<file path="src/design/fdr_pkg.sv">
// Shared types and helpers for the frame dirty rectangle block.
`default_nettype none
package fdr_pkg;

  localparam int PIXEL_W  = 32;
  localparam int SIZE_W   = 11;
  localparam int COORD_W  = 10;
  localparam int RESULT_W = 1 + 1 + COORD_W + COORD_W + SIZE_W + SIZE_W;
  localparam int TDATA_W  = ((RESULT_W + 7) / 8) * 8;

  // Register indexes on the configuration port.
  localparam logic REG_FRAME_WIDTH  = 1'b0;
  localparam logic REG_FRAME_HEIGHT = 1'b1;

  // Input kinds carried in tuser.
  localparam logic CMD_PIXEL   = 1'b0;
  localparam logic CMD_RESTART = 1'b1;

  typedef logic [PIXEL_W-1:0] pixel_t;
  typedef logic [SIZE_W-1:0]  size_t;

  // Control that travels with a word from the address stage to the compare stage.
  typedef struct packed {
    logic valid;
    logic restart;
    logic last_pixel;
  } fdr_ctl_t;

  typedef struct packed {
    logic               has_changes;
    logic               full_frame;
    logic [COORD_W-1:0] rect_x;
    logic [COORD_W-1:0] rect_y;
    size_t              rect_width;
    size_t              rect_height;
  } fdr_result_t;

  // A zero size acts as one, and a size beyond the maximum acts as the maximum.
  function automatic size_t eff_size(input size_t v, input int maxv);
    size_t r;
    r = v;
    if (v == '0) begin
      r = size_t'(1);
    end else if (int'(v) > maxv) begin
      r = size_t'(maxv);
    end
    return r;
  endfunction

endpackage
`default_nettype wire

</file>
<file path="src/design/fdr_addr_gen.sv">
// Raster position counters and the register stage that feeds the compare stage.
`default_nettype none
module fdr_addr_gen #(
  parameter int CW = 10,
  parameter int RW = 10
) (
  input  wire logic            clk,
  input  wire logic            rst,
  input  wire logic            cfg_clear,
  input  wire logic            in_valid,
  input  wire logic            in_restart,
  input  wire fdr_pkg::pixel_t in_pixel,
  input  wire fdr_pkg::size_t  width,
  input  wire fdr_pkg::size_t  height,
  input  wire logic            stall,
  output logic [CW+RW-1:0]     rd_addr,
  output fdr_pkg::fdr_ctl_t    ctl,
  output logic [CW-1:0]        col,
  output logic [RW-1:0]        row,
  output fdr_pkg::pixel_t      pixel
);
  import fdr_pkg::*;

  localparam int CEW = (CW + 1 > SIZE_W) ? CW + 1 : SIZE_W;
  localparam int REW = (RW + 1 > SIZE_W) ? RW + 1 : SIZE_W;

  logic [CW-1:0] col_count;
  logic [RW-1:0] row_count;
  logic          accept;
  logic          last_col;
  logic          last_row;

  assign accept   = in_valid && !stall;
  assign last_col = (CEW'(col_count) + CEW'(1)) >= CEW'(width);
  assign last_row = (REW'(row_count) + REW'(1)) >= REW'(height);
  assign rd_addr  = {row_count, col_count};

  always_ff @(posedge clk) begin
    if (rst || cfg_clear) begin
      col_count <= '0;
      row_count <= '0;
    end else if (accept) begin
      if (in_restart) begin
        col_count <= '0;
        row_count <= '0;
      end else if (last_col) begin
        col_count <= '0;
        row_count <= last_row ? '0 : row_count + RW'(1);
      end else begin
        col_count <= col_count + CW'(1);
      end
    end
  end

  always_ff @(posedge clk) begin
    if (rst) begin
      ctl <= '0;
    end else if (!stall) begin
      ctl.valid      <= in_valid;
      ctl.restart    <= in_restart;
      ctl.last_pixel <= !in_restart && last_col && last_row;
    end
  end

  always_ff @(posedge clk) begin
    if (accept) begin
      col   <= col_count;
      row   <= row_count;
      pixel <= in_pixel;
    end
  end

endmodule
`default_nettype wire

</file>
<file path="config.mk">
export PLATFORM = sky130hd
export DESIGN_NAME = fdr_addr_gen
export DESIGN_NICKNAME = d
export VERILOG_FILES = /design/src/design/fdr_pkg.sv /design/src/design/fdr_addr_gen.sv
export SDC_FILE = /design/constraint.sdc
export NUM_CORES = 1
export LEC_CHECK = 0
export ABC_CLOCK_PERIOD_IN_PS = 3700
export BUFFER_PORTS_ARGS = -buffer_cell sky130_fd_sc_hd__buf_2
export CORE_MARGIN = 5
export CORE_UTILIZATION = 40
export DETAILED_ROUTE_END_ITERATION = 10
export PLACE_DENSITY = 0.65
export SLEW_MARGIN = 20
export SYNTH_ARGS = -nofsm -noshare
export SYNTH_HDL_FRONTEND = slang
export SYNTH_SLANG_ARGS = --single-unit
</file>
<file path="constraint.sdc">
create_clock -name clk -period 3.7 [get_ports clk]
set_input_delay 0.74 -clock clk [delete_from_list [all_inputs] [get_ports clk]]
set_output_delay 0.74 -clock clk [all_outputs]
set_load 0.03 [all_outputs]
</file>
==> out/qor.csv <==
stage;metric;value;unit
logic_synthesis;synth_area_leaders;edfxtp_1 44%, dfxtp_1 13%, ha_1 8.4%;
timing;finalSetupViolCount;0;
cts;cts_tree;yes;
worst_setup_path;crit_chain;ha_1 > nand3_1 > nor2_1 > nand4_1 > xnor2_1 > ha_1 > nand3_1 > nor2_2 > a211oi_2 > o21a_1 > and2_1 > a32o_1;
timing;hold-worst-slack;0.471;ns
routing;vias;2574;
worst_setup_path;worstSetupStartpointType;flip-flop;
floorplan;fp.dieW;104;um
pwr;p_leak;1.98;nW
timing;tightest_slew;0.584;ns
timing;setup_slack;0.462;ns
floorplan;coreArea;8720;um2
cts;htree_levels;3;
cts;path_clk_slew;0.08;ns
floorplan;die_area;10900;um2
global_routing;busiest_layer;met2;
cts;cts_buffers;9;
pwr;cellPowerDensity;398;nW/um2
logic_synthesis;synth_warnings;0;
routing;firstDrtPassIters;4;
global_routing;grt_max_degree;47;
placed_design;pre_cts_ws;0.503;ns
logic_synthesis;async_reset_ff_share;0;%
logic_synthesis;yosysTopAreaCell;edfxtp_1;
floorplan;die_h;104;um
logic_synthesis;synth_cells;286;
routing;remaining_drc_errors;0;
timing;fin_crit;3.24;ns
timing;fmax;309;MHz
global_routing;grt.overflow.total;0;
timing;slew_headroom;61.0;%
routing;via_per_inst;4.78;
logic_synthesis;ys.flop_type;edfxtp_1;
worst_hold_path;worstHoldPathType;reg2reg;
cts;cts_buffer_depth;2;
placed_design;place_congestion;0.816;
cts;cts_hold_buf;0;
floorplan;ios;135;
worst_setup_path;crit_fanout;9;
logic_synthesis;ys_types;48;
pwr;vdd_ir_drop_max;0.209;mV
layout;antenna_cells;0;
timing;fin_setup_tns;0;ns
layout;area_growth;27.5;%
floorplan;initial_utilization;40.8;%
worst_setup_path;cp.arrival;3.52;ns
logic_synthesis;synthesis.nets;370;
cts;cts_setup_buffers;0;
logic_synthesis;seq_area_frac_synth;56.8;%
timing;worst_clock_skew;0.0120;ns
timing;rsz0062_at_grt;no;
global_routing;grt_antenna_before_repair;0;
timing;fin_crit_sh;87.5;%
routing;post_drt_wl_per_cell;14.6;um
cts;cts_resized;0;
worst_setup_path;end_kind;flip-flop;
routing;antenna_left;0;
cts;cts_sinks;75;
logic_synthesis;synth_edf_count;52;
routing;drt_iter0_markers;78;
layout;final_layout_size_suffix_gt1_share;41.9;%
timing;hold_viol;0;
timing;slew_viol_final;0;
logic_synthesis;ys_ff_latch;75;
worst_setup_path;critPathSlowestCell;dfxtp_1;
worst_setup_path;crit_required;3.98;ns
logic_synthesis;syn_area_per_cell;12.5;um2
logic_synthesis;syn_area;3560;um2
layout;final_common_cell;buf_2;
cts;clock_latency;0.35;ns
layout;final_cell_mix;134 x buf_2, 52 x edfxtp_1, 27 x inv_1;
run_status;status;complete, no violations;
floorplan;placementRows;34;
layout;n_fill_cell;767;
global_routing;grtUsageMet1;19.8;%
run;drv_cap;0;
cts;cts-root-buf;clkbuf_8;
worst_setup_path;max_stage_delay;0.53;ns
global_routing;track_usage;14.4;%
layout;final_nets;509;
worst_setup_path;crit_type;reg2reg;
global_routing;grt_pass1_vias;2521;
global_routing;grt_use_met2;21.7;%
logic_synthesis;synth_top_area_share;43.8;%
global_routing;grt_use_met3;4.41;%
routing;routed_wirelength;7860;um
placed_design;hpwl;6020;um
pwr;power;1.81;mW
placed_design;io_buffers;134;
placed_design;placed_cells;522;
layout;layout.cells.non_filler;538;
global_routing;grt_pass1_wl;12900;um
==> stage by stage <==
step,utilization [%],instance area [um2]
4_1_cts,52.1,4540
5_1_grt,52.1,4540
2_1_floorplan,-,3560
6_report,52.1,4540
3_3_place_gp,49.6,4320
3_5_place_dp,49.6,4320
==> critical path: cells and delay by family, from the launching register on <==
kind	cells	cell delay, ns
AO/OA/AOI/OAI	3	0.75
XOR/XNOR	1	0.22
adder cells (fa/ha/maj)	2	0.57
flip-flops	1	0.53
AND/OR/NAND/NOR	6	1.10
==> registers in the layout, indices dropped and copies added (netlist names) <==
signal and flops:
col 10, col_count 10, ctl 3, pixel 32, row 10, row_count 10
==> where the power goes <==
| part | switching [mW] | total, mW | internal [mW] |
|---|---|---|---|
| Clock | 0.308 | 0.689 | 0.381 |
| Sequential | 0.00761 | 0.936 | 0.928 |
| Combinational | 0.125 | 0.184 | 0.0591 |
==> Yosys cell counts, types with 2 or more instances <==
master	n
edfxtp_1	52
inv_1	28
ha_1	24
dfxtp_1	23
nand2_1	16
xnor2_1	16
nor2_1	15
a21oi_1	13
nand3_1	13
nor2_4	9
xor2_1	9
nand2b_1	6
nand4_1	5
o21ai_0	4
a21oi_2	3
a32o_1	3
clkbuf_1	3
nand2b_4	3
nand3b_1	3
nor3_1	3
a211oi_2	2
a21o_1	2
and3_1	2
nor2_2	2
nor4_1	2
o21ai_1	2
o21ai_2	2
==> worst paths after layout <==
check / start / endpoint / slack, ns / depth (start not counted)
hold / removal: ctl[2] / ctl[2] / 0.47 / 2
hold reg to reg: ctl[2] / ctl[2] / 0.47 / 2
setup reg to reg: row_count[0] / row_count[3] / 0.46 / 12
setup / recovery: row_count[0] / row_count[3] / 0.46 / 12
==> cells by family (layout without fill, tap and decap cells) <==
| logic type | count (synthesis) | in the layout | share of synthesized area (%) |
|---|---|---|---|
| AOI/OAI and AO/OA | 40 | 40 | 9.20 |
| buffers and inverters | 35 | 179 | 4.39 |
| adders and majority gates | 24 | 24 | 8.43 |
| muxes | 1 | 1 | 0.281 |
| and+or+nand+nor | 86 | 86 | 14.8 |
| DFF | 75 | 75 | 56.8 |
| xor gates and xnor gates | 25 | 25 | 6.15 |
==> area by class of cell <==
| cell class | instances | area (um2) | area share (%) |
|---|---|---|---|
| Tap cell | 108 | 135 | 2.98 |
| Multi-Input combinational cell | 176 | 1380 | 30.5 |
| Inverter | 28 | 105 | 2.31 |
| Clock buffer | 10 | 128 | 2.81 |
| Timing Repair Buffer | 135 | 678 | 14.9 |
| Sequential cell | 75 | 2020 | 44.5 |
| Clock inverter | 6 | 88.8 | 1.96 |
==> routing by layer <==
metal	wire length [um]	part of all wire (%)
met5	0	0
met4	112	1.4
met3	565	7.2
met2	3520	45
met1	3650	46
No activity file was read; power rests on OpenSTA's default activity.
