## config.mk

```make
export PLATFORM = sky130hd
export DESIGN_NAME = fdr_tracker
export DESIGN_NICKNAME = d
export VERILOG_FILES = /design/src/design/fdr_pkg.sv /design/src/design/fdr_tracker.sv
export SDC_FILE = /design/constraint.sdc
export NUM_CORES = 1
export LEC_CHECK = 0
export BUFFER_PORTS_ARGS = -buffer_cell sky130_fd_sc_hd__buf_2
export CAP_MARGIN = 20
export CORE_UTILIZATION = 40
export CTS_BUF_LIST = sky130_fd_sc_hd__clkbuf_16
export DETAILED_ROUTE_END_ITERATION = 8
export SETUP_SLACK_MARGIN = 0.4
export SYNTH_ARGS = -nofsm -noshare
export SYNTH_HDL_FRONTEND = slang
export SYNTH_SLANG_ARGS = --single-unit
```

## constraint.sdc

```tcl
create_clock -name clk -period 5.5 [get_ports clk]
set_input_delay 0.275 -clock clk [delete_from_list [all_inputs] [get_ports clk]]
set_output_delay 0.275 -clock clk [all_outputs]
set_load 0.02 [all_outputs]
```

## src/design/fdr_pkg.sv

```systemverilog
// Shared types and helpers for the frame dirty rectangle block.
`default_nettype none
package fdr_pkg;

  localparam int PIXEL_W  = 32;
  localparam int SIZE_W   = 11;
  localparam int COORD_W  = 10;
  localparam int RESULT_W = 1 + 1 + COORD_W + COORD_W + SIZE_W + SIZE_W;
  localparam int TDATA_W  = ((RESULT_W + 7) / 8) * 8;

  // Register indexes on the configuration port.
  localparam logic REG_FRAME_WIDTH  = 1'b0;
  localparam logic REG_FRAME_HEIGHT = 1'b1;

  // Input kinds carried in tuser.
  localparam logic CMD_PIXEL   = 1'b0;
  localparam logic CMD_RESTART = 1'b1;

  typedef logic [PIXEL_W-1:0] pixel_t;
  typedef logic [SIZE_W-1:0]  size_t;

  // Control that travels with a word from the address stage to the compare stage.
  typedef struct packed {
    logic valid;
    logic restart;
    logic last_pixel;
  } fdr_ctl_t;

  typedef struct packed {
    logic               has_changes;
    logic               full_frame;
    logic [COORD_W-1:0] rect_x;
    logic [COORD_W-1:0] rect_y;
    size_t              rect_width;
    size_t              rect_height;
  } fdr_result_t;

  // A zero size acts as one, and a size beyond the maximum acts as the maximum.
  function automatic size_t eff_size(input size_t v, input int maxv);
    size_t r;
    r = v;
    if (v == '0) begin
      r = size_t'(1);
    end else if (int'(v) > maxv) begin
      r = size_t'(maxv);
    end
    return r;
  endfunction

endpackage
`default_nettype wire

```

## src/design/fdr_tracker.sv

```systemverilog
// Compare stage: change detection, bounding box trackers and the result register.
`default_nettype none
module fdr_tracker #(
  parameter int CW = 10,
  parameter int RW = 10
) (
  input  wire logic              clk,
  input  wire logic              rst,
  input  wire logic              cfg_clear,
  input  wire fdr_pkg::fdr_ctl_t ctl,
  input  wire logic [CW-1:0]     col,
  input  wire logic [RW-1:0]     row,
  input  wire fdr_pkg::pixel_t   pixel,
  input  wire fdr_pkg::pixel_t   prev_pixel,
  input  wire fdr_pkg::size_t    width,
  input  wire fdr_pkg::size_t    height,
  input  wire logic              out_ready,
  output logic                   out_valid,
  output fdr_pkg::fdr_result_t   result,
  output logic                   stall,
  output logic                   wr_en
);
  import fdr_pkg::*;

  logic          need_full;
  logic          any_change;
  logic [CW-1:0] min_col, max_col, min_col_next, max_col_next;
  logic [RW-1:0] min_row, max_row, min_row_next, max_row_next;
  logic          diff;
  logic          go;
  logic [CW:0]   span_col;
  logic [RW:0]   span_row;
  fdr_result_t   result_next;

  assign stall = ctl.valid && ctl.last_pixel && out_valid && !out_ready;
  assign go    = ctl.valid && !stall;
  assign wr_en = go && !ctl.restart;
  assign diff  = !need_full && (prev_pixel != pixel);

  always_comb begin
    min_col_next = min_col;
    max_col_next = max_col;
    min_row_next = min_row;
    max_row_next = max_row;
    if (diff) begin
      if (!any_change || col < min_col) min_col_next = col;
      if (!any_change || col > max_col) max_col_next = col;
      if (!any_change || row < min_row) min_row_next = row;
      if (!any_change || row > max_row) max_row_next = row;
    end
  end

  assign span_col = {1'b0, max_col_next} - {1'b0, min_col_next} + (CW + 1)'(1);
  assign span_row = {1'b0, max_row_next} - {1'b0, min_row_next} + (RW + 1)'(1);

  always_comb begin
    result_next = '0;
    if (need_full) begin
      result_next.has_changes = 1'b1;
      result_next.full_frame  = 1'b1;
      result_next.rect_width  = width;
      result_next.rect_height = height;
    end else if (any_change || diff) begin
      result_next.has_changes = 1'b1;
      result_next.rect_x      = COORD_W'(min_col_next);
      result_next.rect_y      = COORD_W'(min_row_next);
      result_next.rect_width  = SIZE_W'(span_col);
      result_next.rect_height = SIZE_W'(span_row);
    end
  end

  always_ff @(posedge clk) begin
    if (rst || cfg_clear) begin
      any_change <= 1'b0;
      need_full  <= 1'b1;
    end else if (go) begin
      if (ctl.restart) begin
        any_change <= 1'b0;
        need_full  <= 1'b1;
      end else if (ctl.last_pixel) begin
        any_change <= 1'b0;
        need_full  <= 1'b0;
      end else if (diff) begin
        any_change <= 1'b1;
      end
    end
  end

  always_ff @(posedge clk) begin
    if (go && diff) begin
      min_col <= min_col_next;
      max_col <= max_col_next;
      min_row <= min_row_next;
      max_row <= max_row_next;
    end
  end

  always_ff @(posedge clk) begin
    if (rst) begin
      out_valid <= 1'b0;
    end else if (go && !ctl.restart && ctl.last_pixel) begin
      out_valid <= 1'b1;
    end else if (out_ready) begin
      out_valid <= 1'b0;
    end
  end

  always_ff @(posedge clk) begin
    if (go && !ctl.restart && ctl.last_pixel) begin
      result <= result_next;
    end
  end

endmodule
`default_nettype wire
```

==> run metrics <==
Synth Cell Area around 0.0063 sq mm; outcome finished, final reports clean; 1st-pass router iterations 4; via count approximately 5.1k; Max IR drop VDD roughly 0.16 mV; CP endpoint result[9]$_DFFE_PP_; final core utilization between 50% and 60%; Die Width 128 microns; synth top area cells edfxtp_1, ha_1, xnor2_1, mux2i_1, inv_1; total negative slack 0 ns; final antenna diode count 0; Die ar. between 0.015 and 0.02 sq mm; Crit Path Class reg2reg; core area between 0.015 and 0.02 sq mm; post-cts sizing count 0; pre-CTS setup slack about 0.59 ns; I/O pins 160; cell taking the most area after synthesis edfxtp_1; most frequent cells in the layout buf_2, edfxtp_1, ha_1; Layout area overhead 21.0%; final hold vios 0; Nets about 930; post-synthesis cell type count between 40 and 50; max_slew headroom between 40% and 50%; clk slew on worst S/H paths 0.06 ns; Logic pwr share between 10% and 20%; Post-synth ARST share 0%; RSZ-0062 raised after global routing false; hold path start cfg_clear; number of antenna violations at the first check in global routing 0; Routed Antenna Nets 0; Req. time, crit path 5.61 ns; cts bufs inserted 9; layout cell share with drive strength beyond 1 28.7%; Min Hold Slack 0.131 ns; die height ~130 microns; first-pass GRT wire length around 25 mm; Slew Viols, Final 0; Switching Share 25.0%; worst reg2reg path depth 17; crit end category register; Rows 45; Ys Warns 0; wirelength, routed ~16 mm; Initial DRC Count 252; Crit path arrival time roughly 4.9 ns; NetSw roughly 0.42 mW; CTS tree done; clock tree sinks a little under 90; DR vias/cell about 5.3; total gr overflow 0; Final Wtd Congestion a little under 0.9; CTS H-Tree Depth 3; wire length per cell about 17 microns; initial core utilization between 40 and 50%; final worst slack 0.697 ns; leading cell type in the layout, fill and taps excluded buf_2; CTS root buf clkbuf_16; max cap viols 0; clock tree buffer depth 2; largest net degree at the start of global routing between 50 and 60; number of global-route vias before repair about 5k; reg-to-reg startpoint max_row[5]$_DFFE_PP_; clock latency on the worst-skew pair about 0.35 ns; post-synthesis register bit count 87; syn nets 773; Yosys top cell area share between 30% and 40%; residual DRC count 0; all-layer global routing usage around a fifth; Syn Inst Count around 580; reg-to-reg slack, setup around 0.7 ns; FF-to-FF End result[9]$_DFFE_PP_; HPWL Detailed about 12 mm; fill count around 1.5k; setup bufs post-CTS 0; internal power between 1 and 1.5 mW; EDFF count, synth 84; hold crit path type in2reg; Final period util between 80 and 90%; Flop pwr share 44.6%; Lkg Pwr approximately 3.6 nW; final setup vio count 0; Seq/Total Area, Yosys between 40% and 50%; Crit Path Max Fanout 5; Critical Path Start max_row[5]$_DFFE_PP_; syn_area_per_cell about 11 sq um; crit path time final between 4 and 5 ns; total chip power 1.67 mW; PD cells ~220 mW/mm^2; clock skew around 0.010 ns; Worst-Margin Slew 0.900 ns; CP Launch Type register; CTS Hold Bufs 0; top_reg_cell synth edfxtp_1; # port buffers between 150 and 200; Clk network pwr share 39.2%; fmax around 210 MHz
==> per-stage QoR <==
step,std cells,area [sq um]
final,954,7660
after floorplan,582,6340
after global routing,954,7660
after global placement,939,7340
after detailed placement,939,7340
after CTS,953,7640
==> synth_stat cells (4+ instances only) <==
| cell type | number |
|---|---|
| edfxtp_1 | 84 |
| ha_1 | 76 |
| inv_1 | 62 |
| xnor2_1 | 36 |
| nand2_1 | 34 |
| mux2i_1 | 30 |
| o21ai_0 | 29 |
| nand4_1 | 23 |
| nor2_1 | 17 |
| a21oi_1 | 15 |
| clkbuf_1 | 12 |
| mux2_2 | 12 |
| o21ai_1 | 12 |
| o2111ai_1 | 11 |
| o31ai_1 | 11 |
| a21o_1 | 10 |
| o21a_1 | 10 |
| o41ai_2 | 10 |
| a211oi_1 | 9 |
| nor3_1 | 9 |
| xor2_1 | 8 |
| nor2b_1 | 7 |
| nand3_1 | 6 |
| buf_6 | 5 |
| o41ai_1 | 4 |
==> cell type report <==
class,instances,area [sq um],area share (%)
multi-input cells,410,3390,44.3
flip-flops and latches,87,2580,33.7
repair buffers,170,891,11.6
well taps,211,264,3.44
inverters,62,233,3.04
clock buffers,9,225,2.94
clock inverters,5,75.1,0.980
==> power by group through the flow <==
stage               Sequential (mW)  Combinational, mW  Clock [mW]
floorplan                     0.770              0.154           0
global placement              0.757              0.261           0
detailed placement            0.758              0.269           0
CTS                           0.743              0.270       0.668
global route                  0.744              0.299       0.692
finish                        0.743              0.269       0.654
==> critical path, stage by stage (launching register included) <==
cell,delay (ns)
edfxtp_1,0.38
inv_1,0.07
ha_1,0.25
a21oi_1,0.17
o21ai_0,0.13
a2111oi_0,0.56
a31oi_1,0.09
o21ai_1,0.40
mux2_2,0.40
ha_1,0.19
ha_1,0.22
fa_1,0.42
a21oi_1,0.23
o21ai_0,0.14
a2111oi_0,0.41
nor3_1,0.14
xor2_1,0.16
a22o_1,0.20
==> worst min-delay path by stage <==
stage,end,depth (start not counted)
final,need_full$_SDFFE_PP1P_,3
after global routing,need_full$_SDFFE_PP1P_,3
after CTS,need_full$_SDFFE_PP1P_,3
after detailed placement,need_full$_SDFFE_PP1P_,3
after global placement,need_full$_SDFFE_PP1P_,3
after floorplan,need_full$_SDFFE_PP1P_,2
==> flip-flops by register name (all words and copies together) (netlist names) <==
register and count:
need_full 1, min_row 10, min_col 10, max_row 10, out_valid 1, result 44
any_change 1, max_col 10
==> layer usage <==
metal / up-vias / GRT usage [%] / wire (microns)
met5: - / 0 / 0
met1: 2364 / 26.3 / 7260
li1: 2504 / - / -
met3: 23 / 4.01 / 997
met4: 0 / 8.10 / 343
met2: 180 / 33.3 / 7320
==> cell families (layout without fill, tap and decap cells) <==
kind of cell / Yosys count / after routing / share of synthesized area (%)
compound gates: 139 / 139 / 16.2
mux: 42 / 42 / 6.87
xor+xnor: 44 / 44 / 6.08
buf+inv: 85 / 246 / 5.84
flops: 87 / 87 / 40.8
fa+ha+maj: 78 / 78 / 15.6
simple gates: 107 / 107 / 8.59
No activity file was read; power rests on OpenSTA's default activity.
